<file path="config.mk">
export PLATFORM = sky130hd
export DESIGN_NAME = access_range_hazard_detector
export DESIGN_NICKNAME = d
export VERILOG_FILES = /design/src/sv/arhd_pkg.sv /design/src/sv/arhd_cell.sv /design/src/sv/access_range_hazard_detector.sv
export SDC_FILE = /design/constraint.sdc
export NUM_CORES = 1
export LEC_CHECK = 0
export BUFFER_PORTS_ARGS = -buffer_cell sky130_fd_sc_hd__buf_4
export CORE_MARGIN = 1
export CORE_UTILIZATION = 55
export CTS_CLUSTER_SIZE = 12
export DETAILED_ROUTE_END_ITERATION = 16
export PLACE_DENSITY_LB_ADDON = 0.2
export SKIP_CTS_REPAIR_TIMING = 1
export SLEW_MARGIN = 20
export SYNTH_ARGS = -nofsm -noshare
export SYNTH_HDL_FRONTEND = slang
export SYNTH_SLANG_ARGS = --single-unit
</file>
<file path="constraint.sdc">
create_clock -name clk -period 6.49 [get_ports clk]
set_input_delay 0.9735 -clock clk [delete_from_list [all_inputs] [get_ports clk]]
set_output_delay 0.9735 -clock clk [all_outputs]
set_load 0.01 [all_outputs]
</file>
<file path="src/sv/arhd_pkg.sv">
// shared types and constants for the access range hazard detector
package arhd_pkg;

  localparam int OFFSET_BITS    = 16;
  localparam int THREAD_BITS    = 8;
  localparam int SLOT_BITS      = 3;
  localparam int DEF_SLOT_COUNT = 8;

  // function codes of a request
  localparam logic FUNC_ACCESS  = 1'b0;
  localparam logic FUNC_RELEASE = 1'b1;

  // status codes
  localparam logic STATUS_OK   = 1'b0;
  localparam logic STATUS_FAIL = 1'b1;

  typedef enum logic [1:0] {
    KIND_NONE = 2'd0,
    KIND_WAR  = 2'd1,
    KIND_RAW  = 2'd2,
    KIND_WAW  = 2'd3
  } kind_t;

  // incoming request
  typedef struct packed {
    logic                   func;
    logic                   is_write;
    logic [THREAD_BITS-1:0] thread;
    logic [OFFSET_BITS-1:0] start_offset;
    logic [OFFSET_BITS:0]   length;
  } in_t;

  // one result
  typedef struct packed {
    logic                   status;
    kind_t                  conflict_kind;
    logic [THREAD_BITS-1:0] other_thread;
    logic [SLOT_BITS-1:0]   slot_index;
    logic                   recorded;
    logic                   last;
  } out_t;

  // request token travelling down the cell chain
  typedef struct packed {
    logic                   func;
    logic                   is_write;
    logic                   fail;
    logic                   placed;
    logic [THREAD_BITS-1:0] thread;
    logic [OFFSET_BITS-1:0] lo;
    logic [OFFSET_BITS:0]   hi;
    logic [SLOT_BITS-1:0]   slot;
  } tok_t;

  // conflict report from one cell
  typedef struct packed {
    logic                   hit;
    kind_t                  kind;
    logic [THREAD_BITS-1:0] other;
    logic [SLOT_BITS-1:0]   slot;
  } rpt_t;

endpackage

</file>
<file path="src/sv/arhd_cell.sv">
// one slot of the range table: compares the passing token, records or releases
module arhd_cell #(
  parameter int IDX = 0
) (
  input  logic          clk,
  input  logic          rst_n,
  input  logic          tok_v_in,
  input  arhd_pkg::tok_t tok_in,
  output logic          tok_v_out,
  output arhd_pkg::tok_t tok_out,
  output arhd_pkg::rpt_t rpt
);
  import arhd_pkg::*;

  localparam logic [SLOT_BITS-1:0] SLOT_ID = SLOT_BITS'(IDX);

  logic                   tok_v_r;
  tok_t                   tok_r, tok_nxt;
  logic [THREAD_BITS-1:0] owner_r, owner_nxt;
  logic                   wr_r;
  logic [OFFSET_BITS-1:0] lo_r;
  logic [OFFSET_BITS:0]   hi_r;

  logic  own_match, occupied, overlap, active_acc, take;
  kind_t kind;

  // compare the token against this slot
  always_comb begin
    own_match  = (owner_r == tok_in.thread);
    occupied   = (owner_r != '0);
    overlap    = !(({1'b0, tok_in.lo} > hi_r) || (tok_in.hi < {1'b0, lo_r}));
    active_acc = tok_v_in && (tok_in.func == FUNC_ACCESS) && !tok_in.fail;
    if (wr_r) begin
      kind = tok_in.is_write ? KIND_WAW : KIND_RAW;
    end else begin
      kind = tok_in.is_write ? KIND_WAR : KIND_NONE;
    end
    rpt.hit   = active_acc && occupied && !own_match && overlap && (kind != KIND_NONE);
    rpt.kind  = kind;
    rpt.other = owner_r;
    rpt.slot  = SLOT_ID;
    take      = active_acc && !tok_in.placed && !occupied && (tok_in.thread != '0);
  end

  // next owner and outgoing token
  always_comb begin
    owner_nxt = owner_r;
    if (tok_v_in && (tok_in.func == FUNC_RELEASE) && own_match) begin
      owner_nxt = '0;
    end else if (take) begin
      owner_nxt = tok_in.thread;
    end
    tok_nxt = tok_in;
    if (take) begin
      tok_nxt.placed = 1'b1;
      tok_nxt.slot   = SLOT_ID;
    end
  end

  // control state
  always_ff @(posedge clk) begin
    if (!rst_n) begin
      tok_v_r <= 1'b0;
      owner_r <= '0;
    end else begin
      tok_v_r <= tok_v_in;
      owner_r <= owner_nxt;
    end
  end

  // slot payload and token
  always_ff @(posedge clk) begin
    tok_r <= tok_nxt;
    if (take) begin
      wr_r <= tok_in.is_write;
      lo_r <= tok_in.lo;
      hi_r <= tok_in.hi;
    end
  end

  assign tok_v_out = tok_v_r;
  assign tok_out   = tok_r;

endmodule

</file>
<file path="src/sv/access_range_hazard_detector.sv">
// top level of the access range hazard detector: request register, slot cell chain, result mux
// A request accepted while idle is registered, then walks the slot cells in order; each conflict
// and then the final result are registered to the output; at most one result per cycle, the
// receiver cannot stall. A new request is taken only after the token has walked the slot chain
// one cell per cycle; busy drops as the final result appears.
// Reset (synchronous, active low) empties every slot and clears busy and the result strobe.
module access_range_hazard_detector #(
  parameter int SLOT_COUNT = arhd_pkg::DEF_SLOT_COUNT
) (
  input  logic           clk,
  input  logic           rst_n,
  input  logic           start,
  output logic           busy,
  input  arhd_pkg::in_t  in_data,
  output logic           out_valid,
  output arhd_pkg::out_t out_data
);
  import arhd_pkg::*;

  logic [SLOT_COUNT:0] tok_v;
  tok_t                tok [SLOT_COUNT+1];
  rpt_t                rpt [SLOT_COUNT];

  logic busy_r, busy_nxt;
  logic tok_v_r;
  tok_t tok_r;
  logic out_valid_r, out_valid_nxt;
  out_t out_data_r, out_data_nxt;
  logic accept;
  tok_t tok_new;
  rpt_t rpt_any;

  assign accept = start && !busy_r;

  // build the token for a new request
  always_comb begin
    tok_new          = '0;
    tok_new.func     = in_data.func;
    tok_new.is_write = in_data.is_write;
    tok_new.thread   = in_data.thread;
    tok_new.lo       = in_data.start_offset;
    tok_new.hi       = {1'b0, in_data.start_offset} + in_data.length - 1'b1;
    tok_new.fail     = (in_data.func == FUNC_ACCESS) && (in_data.length == '0);
  end

  always_ff @(posedge clk) begin
    if (!rst_n) begin
      tok_v_r <= 1'b0;
      busy_r  <= 1'b0;
    end else begin
      tok_v_r <= accept;
      busy_r  <= busy_nxt;
    end
  end

  always_ff @(posedge clk) begin
    if (accept) begin
      tok_r <= tok_new;
    end
  end

  assign tok_v[0] = tok_v_r;
  assign tok[0]   = tok_r;

  // chain of slot cells
  for (genvar i = 0; i < SLOT_COUNT; i++) begin : g_cell
    arhd_cell #(.IDX(i)) u_cell (
      .clk      (clk),
      .rst_n    (rst_n),
      .tok_v_in (tok_v[i]),
      .tok_in   (tok[i]),
      .tok_v_out(tok_v[i+1]),
      .tok_out  (tok[i+1]),
      .rpt      (rpt[i])
    );
  end

  // collect the single active report
  always_comb begin
    rpt_any = '0;
    for (int k = 0; k < SLOT_COUNT; k++) begin
      rpt_any.hit   = rpt_any.hit | rpt[k].hit;
      rpt_any.kind  = kind_t'(rpt_any.kind | (rpt[k].kind & {2{rpt[k].hit}}));
      rpt_any.other = rpt_any.other | (rpt[k].other & {THREAD_BITS{rpt[k].hit}});
      rpt_any.slot  = rpt_any.slot | (rpt[k].slot & {SLOT_BITS{rpt[k].hit}});
    end
  end

  // result selection and busy
  always_comb begin
    busy_nxt      = busy_r;
    out_valid_nxt = 1'b0;
    out_data_nxt  = '0;
    if (accept) begin
      busy_nxt = 1'b1;
    end
    if (tok_v[SLOT_COUNT]) begin
      busy_nxt               = 1'b0;
      out_valid_nxt          = 1'b1;
      out_data_nxt.status    = tok[SLOT_COUNT].fail ? STATUS_FAIL : STATUS_OK;
      out_data_nxt.slot_index = tok[SLOT_COUNT].placed ? tok[SLOT_COUNT].slot : '0;
      out_data_nxt.recorded  = tok[SLOT_COUNT].placed;
      out_data_nxt.last      = 1'b1;
    end else if (rpt_any.hit) begin
      out_valid_nxt              = 1'b1;
      out_data_nxt.conflict_kind = rpt_any.kind;
      out_data_nxt.other_thread  = rpt_any.other;
      out_data_nxt.slot_index    = rpt_any.slot;
    end
  end

  always_ff @(posedge clk) begin
    if (!rst_n) begin
      out_valid_r <= 1'b0;
    end else begin
      out_valid_r <= out_valid_nxt;
    end
  end

  always_ff @(posedge clk) begin
    out_data_r <= out_data_nxt;
  end

  assign busy      = busy_r;
  assign out_valid = out_valid_r;
  assign out_data  = out_data_r;

`ifndef NO_ASSERTIONS
  // only one request in the chain at a time
  a_one_token: assert property (@(posedge clk) disable iff (!rst_n)
    $countones(tok_v) <= 1)
    else $error("more than one request in the slot chain");

  // a request in flight keeps busy high
  a_busy_token: assert property (@(posedge clk) disable iff (!rst_n)
    (|tok_v) |-> busy_r)
    else $error("request in chain while not busy");

  // an accepted request enters the chain next cycle
  a_enter: assert property (@(posedge clk) disable iff (!rst_n)
    (start && !busy_r) |=> tok_v_r)
    else $error("accepted request did not enter the chain");

  // the final result releases busy
  a_last_idle: assert property (@(posedge clk) disable iff (!rst_n)
    (out_valid_r && out_data_r.last) |-> !busy_r)
    else $error("final result while still busy");

  // conflict results are never final nor recorded
  a_conflict_form: assert property (@(posedge clk) disable iff (!rst_n)
    (out_valid_r && (out_data_r.conflict_kind != KIND_NONE))
      |-> (!out_data_r.last && !out_data_r.recorded))
    else $error("malformed conflict result");
`endif

endmodule

</file>
* Yosys cells after proc, flatten, opt, wreduce, memory -nomap -nowiden
Cells that the tools add are included. W data, S select, Z words.
Storage, ports and cells: flip-flop bits (word level) 741, latch bits 0, memory bits (writable) 0, bits in read-only memories 0, input bits 46, output and inout bits 18, word-level logic and storage cells 396, memories 0
Cells by class: $add $sub $neg 2, multiply operators 0, divide/modulo/power cells 0, $lt $le $gt $ge 16, equality and inequality tests 8, shift-type cells 0, multiplexer cells 31, bitwise logic cells 54, reductions and logical operators 172
Operators with widths (number):
- $gt A16 B17 Y1 | 8
- $lt A17 B16 Y1 | 8
- $reduce_bool A8 Y1 | 16
- $logic_and A1 B1 Y1 | 89
- $and A8 B8 Y8 | 8
- $eq A8 B8 Y1 | 8
- $or A8 B8 Y8 | 7
- $logic_not A1 Y1 | 40
- $mux W1 | 20
- $reduce_or A2 Y1 | 10
- $add A16 B17 Y17 | 1
- $logic_not A17 Y1 | 1
- $sub A17 B1 Y17 const B | 1
- $and A2 B2 Y2 | 8
- $mux W2 | 8
- $or A2 B2 Y2 | 8
- $reduce_bool A2 Y1 | 8
- $not A1 Y1 | 11
- $mux W3 | 3
- $or A3 B3 Y3 | 3
- $logic_or A1 B1 Y1 | 8
- $or A1 B1 Y1 | 7
- $or A2 B3 Y3 | 1
- $or A1 B2 Y2 | 1

* Longest topological paths before layout
depth after elaboration 16, depth in mapped cells 15, gate-level depth less buffers 15

* Hierarchy
From an unflattened synthesis, not the netlist that was laid out.
Second synthesis, totals: cell total of the unflattened synthesis 2359, area total of the unflattened synthesis 29809.8 um2
Modules (own cells, without submodules):
- arhd_cell at g_cell[1].u_cell ... | instances 6, cells each 253, area each 3283.1 um2
- access_range_hazard_detector | instances 1, cells each 336, area each 3552.2 um2
- arhd_cell at g_cell[0].u_cell | instances 1, cells each 252, area each 3279.4 um2
- arhd_cell at g_cell[7].u_cell | instances 1, cells each 253, area each 3279.4 um2

* Worst setup path after synthesis
No wires, ideal clock.
path kind reg2reg, start point register g_cell[1].u_cell.owner_r[0], end point register g_cell[1].u_cell.hi_r[0] (enable), setup time 0.481 ns, arrival time 4.070 ns, path slack 1.939 ns, stages on the path, launching flop included 5, buffers on the path 0, period minus slack after synthesis 4.551 ns, cells stage by stage dfxtp_1 > nor4_1 > nand2_1 > nor4_1 > a21boi_0
Between the ends: longest elaborated chain between the ends 4
Ends and longest elaborated chain:
- from (decl) | line arhd_cell.sv:19 | logic [THREAD_BITS-1:0] owner_r, owner_nxt;
- from (signal assigned) | line arhd_cell.sv:67 | owner_r <= owner_nxt;
- $reduce_bool A8 Y1 | line arhd_cell.sv:30 | occupied = (owner_r != '0);
- $logic_not A1 Y1 | line arhd_cell.sv:42 | take = active_acc && !tok_in.placed && !occupied && (tok_in.thread != '0);
- $logic_and A1 B1 Y1 (2 in series) | line arhd_cell.sv:42
- net g_cell[1].u_cell.take | line arhd_cell.sv:24 | logic own_match, occupied, overlap, active_acc, take;
- to (signal assigned) | line arhd_cell.sv:77 | hi_r <= tok_in.hi;
- to (decl) | line arhd_cell.sv:22 | logic [OFFSET_BITS:0] hi_r;
The timed path passes the listed nets, and every way through them passes these cells. A chain may end at the register's enable or synchronous reset.

* Final worst setup path
start point register g_cell[1].u_cell.hi_r[6], end point register out_data_r (netlist bit out_data[12])
Between the ends: longest elaborated chain between the ends 14
Ends and longest elaborated chain:
- $gt A16 B17 Y1 (*) | line arhd_cell.sv:31 | overlap = !(({1'b0, tok_in.lo} > hi_r) || (tok_in.hi < {1'b0, lo_r}));
- $logic_or A1 B1 Y1 (*) | line arhd_cell.sv:31
- $logic_not A1 Y1 (*) | line arhd_cell.sv:31
- $logic_and A1 B1 Y1 (*) (2 in series) | line arhd_cell.sv:38 | rpt.hit = active_acc && occupied && !own_match && overlap && (kind != KIND_NONE);
- $or A1 B1 Y1 (7 in series) | line access_range_hazard_detector.sv:82 | rpt_any.hit = rpt_any.hit | rpt[k].hit;
- $not A1 Y1 (no line)
- $reduce_or A2 Y1 (no line)
- to (signal assigned) | line access_range_hazard_detector.sv:121 | out_data_r <= out_data_nxt;
- to (decl) | line access_range_hazard_detector.sv:28 | out_t out_data_r, out_data_nxt;
Every way passes the cells marked *; elsewhere a longest branch is shown, timed or not.

==> results.py <==
metrics = {
    "routing": {
        "detailroute.via_count": 16505,
        "post_route_drc_violation_count": 0,
        "via_per_inst": 5.37,
        "antenna_viol_nets_final": 0,
        "drt_iter0_drc": 1034,
        "totalWireLength_mm": 53.4,
        "post_drt_wl_per_cell_um": 17.4,
        "firstDrtPassIters": 5,
    },
    "floorplan": {
        "die_h_um": 227,
        "core_um2": 50100,
        "floorplan.die.width_um": 227,
        "starting_density_of_the_core": 0.557,
        "ios": 64,
        "placementRows": 82,
        "die_area_um2": 51600,
    },
    "logic_synthesis": {
        "ys.warnings.count": 0,
        "syn_nets": 2529,
        "synth_top_flop_cell": "dfxtp_1",
        "post_synth_num_cell_types": 60,
        "synth.cell_area_um2": 27900,
        "number_of_enable_flip_flop_cells_after_synthesis": 316,
        "ys_seq_elements": 741,
        "syn-instance-count": 2203,
        "post_synth.cell_area_avg_um2": 12.7,
        "async_reset_ff_frac": 0,
        "ys_seq_area_frac": 0.645,
    },
    "finish": {
        "ratio_of_cells_with_drive_above_1_in_the_final_layout": 0.0874,
        "final_cell_count_no_fill": 3074,
        "antenna_cells": 0,
        "finalInstanceArea_um2": 31700,
        "num-nets-final": 2668,
        "flow.area_growth_from_synthesis_pct": 13.8,
    },
    "critical_path": {
        "crit_path_cell_trace": "inv_1 > ha_1 > nand4_1 > nor3_1 > a2111oi_0 > o21ai_0 > a211o_1 > a21oi_1 > or2_2 > o41ai_4 > a31oi_1",
        "worst-endpoint-required_ns": 7.00,
        "timing.critical_path.slowest_cell_delay_ns": 0.78,
        "endpoint_kind": "register",
        "worst_path_max_delay_cell": "a2111oi_0",
        "arrival_time_of_the_worst_setup_path_ns": 4.24,
        "crit_path_max_fanout": 11,
        "critical_path_class": "register to register",
        "reg2reg_slack_ns": 2.76,
        "critPathLaunchType": "register",
        "reg2reg_depth": 11,
    },
    "timing": {
        "timing.final.hold_violations": 0,
        "setup_repair_after_global_routing_missed_its_margin": "no",
        "slew_viol_final": 0,
        "finalCritPeriodShare": 0.575,
        "final.setup.tns_ns": 0,
        "max_slew.worst_pin.slew_ns": 1.03,
        "finalSetupViolCount": 0,
        "final.min_clock_period_ns": 3.73,
        "clock_skew_ns": 0.0159,
        "whs_ns": 0.354,
        "maxSlewHeadroom": 0.315,
        "timing.fmax_mhz": 268,
    },
    "placed_design": {
        "globalplace.congestion": 0.861,
        "port_buffers": 63,
        "dp_hpwl_mm": 39.9,
        "dpl-instance-area_um2": 29400,
        "placedCellCount": 2937,
    },
    "grt": {
        "global_route_wire_length_before_repair_mm": 85.1,
        "gr-usage-all-layers": 0.214,
        "global_route.usage.met1": 0.269,
        "globalRouteMet3Util": 0.0387,
        "overflow": 0,
        "grt_max_degree": 47,
        "grt_antenna_before_repair": 0,
        "vias_in_the_first_global_route": 16788,
        "global_route.usage.met2": 0.368,
        "grt.busiest_layer": "met2",
    },
    "power_and_ir_drop": {
        "vdd_drop_max_v": 0.000218,
        "pwr_density_cell_nw_per_um2": 311,
        "cellLeakagePower_nw": 13.5,
    },
    "outcome": {
        "outcome": "completed",
    },
    "clock_network": {
        "cts_buffer_depth": 3,
        "tritoncts.num_buffers": 75,
        "cts_tree": "yes",
        "cts.reportedPaths.clkPinSlew_ns": 0.06,
        "worst_skew_pair.late_latency_ns": 0.60,
        "clock_tree.root_cell": "clkbuf_16",
        "htreeDepth": 3,
        "numClockSinks": 741,
    },
    "min_path": {
        "worstHoldPathCells": 0,
        "hold_class": "register to register",
    },
    "run": {
        "maxCapViolCount": 0,
    },
}
-- cells by family after synthesis --
kind of cell | Yosys count | synth area share
DFF | 741 | 0.645
and+or+nand+nor | 409 | 0.0763
AOI/OAI and AO/OA | 348 | 0.0816
buffers and inverters | 346 | 0.0466
adders and majority gates | 280 | 0.126
xor gates and xnor gates | 79 | 0.0248
-- synthesized netlist by cell type, types with 4 or more instances --
cell       count  area share
a2111oi_0     11      0.0035
a211oi_1      20      0.0054
a21o_1        30      0.0081
a21oi_1      136       0.024
a221o_1        4      0.0014
a221oi_1      12      0.0038
a222oi_1      10      0.0036
a22o_1        11      0.0035
a31oi_1       22      0.0049
and2_1        14      0.0031
and3_1         7      0.0016
clkbuf_1      15      0.0020
dfxtp_1      425        0.30
edfxtp_1     316        0.34
ha_1         279        0.13
inv_1        330       0.044
nand2_1       65      0.0087
nand2b_1       9      0.0020
nand3_1       44      0.0079
nand4_1       34      0.0076
nand4b_1       6      0.0019
nor2_1       105       0.014
nor2b_1       18      0.0040
nor3_1        18      0.0032
nor4_1        51       0.011
nor4b_1        4      0.0013
o2111ai_1      7      0.0022
o211ai_1       7      0.0019
o21a_1         6      0.0016
o21ai_0       32      0.0057
o21ai_1        7      0.0013
o21bai_1       4      0.0011
o22ai_1        4     0.00090
or2_2         18      0.0040
xnor2_1       52       0.016
xor2_1        27      0.0085
-- registers in the layout, summed over array words and instances (netlist names) --
| register | count |
|---|---|
| g_cell.u_cell.wr_r | 8 |
| busy | 1 |
| g_cell.u_cell.tok_out | 334 |
| g_cell.u_cell.tok_v_out | 8 |
| tok_v_r | 1 |
| g_cell.u_cell.lo_r | 128 |
| g_cell.u_cell.owner_r | 64 |
| out_valid | 1 |
| g_cell.u_cell.hi_r | 136 |
| out_data | 16 |
| tok | 44 |
-- power breakdown --
part	switching (mW)	total [mW]	internal [mW]	leakage [nW]
clock	1.65	4.06	2.40	1.13
sequential	0.189	5.30	5.11	6.41
combinational	0.279	0.524	0.245	5.99
total	2.12	9.88	7.76	13.5
-- final timing paths --
check,start,to
worst max-delay path,g_cell[1].u_cell.hi_r[6],out_data[12]
worst min register to register,g_cell[0].u_cell.tok_out[28],g_cell[1].u_cell.tok_out[28]
worst max register to register,g_cell[1].u_cell.hi_r[6],out_data[12]
worst min-delay path,g_cell[0].u_cell.tok_out[28],g_cell[1].u_cell.tok_out[28]
-- cells in the final DEF, fill, tap and decap left out, types with 12 or more instances in the layout --
| cell type | n |
|---|---|
| nor2_1 | 105 |
| nand3_1 | 44 |
| nor3_1 | 18 |
| nand4_1 | 34 |
| a21o_1 | 30 |
| xnor2_1 | 52 |
| a211oi_1 | 17 |
| ha_1 | 279 |
| clkbuf_16 | 80 |
| edfxtp_1 | 316 |
| and2_1 | 14 |
| dfxtp_1 | 425 |
| nor4_1 | 49 |
| a221oi_1 | 12 |
| or2_2 | 18 |
| a31oi_1 | 22 |
| buf_4 | 78 |
| nand2_1 | 65 |
| clkbuf_1 | 43 |
| a21oi_1 | 136 |
| nor2b_1 | 17 |
| xor2_1 | 27 |
| inv_1 | 330 |
| o21ai_0 | 32 |
-- through the flow --
stage	setup slack, ns	power [mW]	utilization
after floorplan	1.94	5.69	-
after global placement	2.66	5.89	0.587
after detailed placement	2.62	5.93	0.587
after CTS	2.71	9.98	0.634
after global routing	2.43	10.3	0.634
final	2.76	9.88	0.634
-- critical path, delay by kind of cell (launching register included) --
family                   cells  cell delay (ns)
AND/OR/NAND/NOR              3             0.55
adder cells (fa/ha/maj)      1             0.25
flip-flops                   1             0.35
AO/OA/AOI/OAI                6             2.45
buffers and inverters        1             0.07
-- area by class of cell --
| class | count | area, um^2 |
|---|---|---|
| well taps | 672 | 841 |
| flip-flops and latches | 741 | 18000 |
| fillers | 3888 | 18300 |
| clock inverters | 3 | 18.8 |
| repair buffers | 78 | 586 |
| clock buffers | 134 | 2310 |
| inverters | 330 | 1240 |
| multi-input cells | 1116 | 8750 |
-- layer usage --
layer | vias to the layer above | wire, um
li1 | 8098 | -
met1 | 7974 | 23300
met2 | 327 | 26200
met3 | 106 | 2290
met4 | 0 | 1650
met5 | - | 0
(Power assumes the default switching activity.)
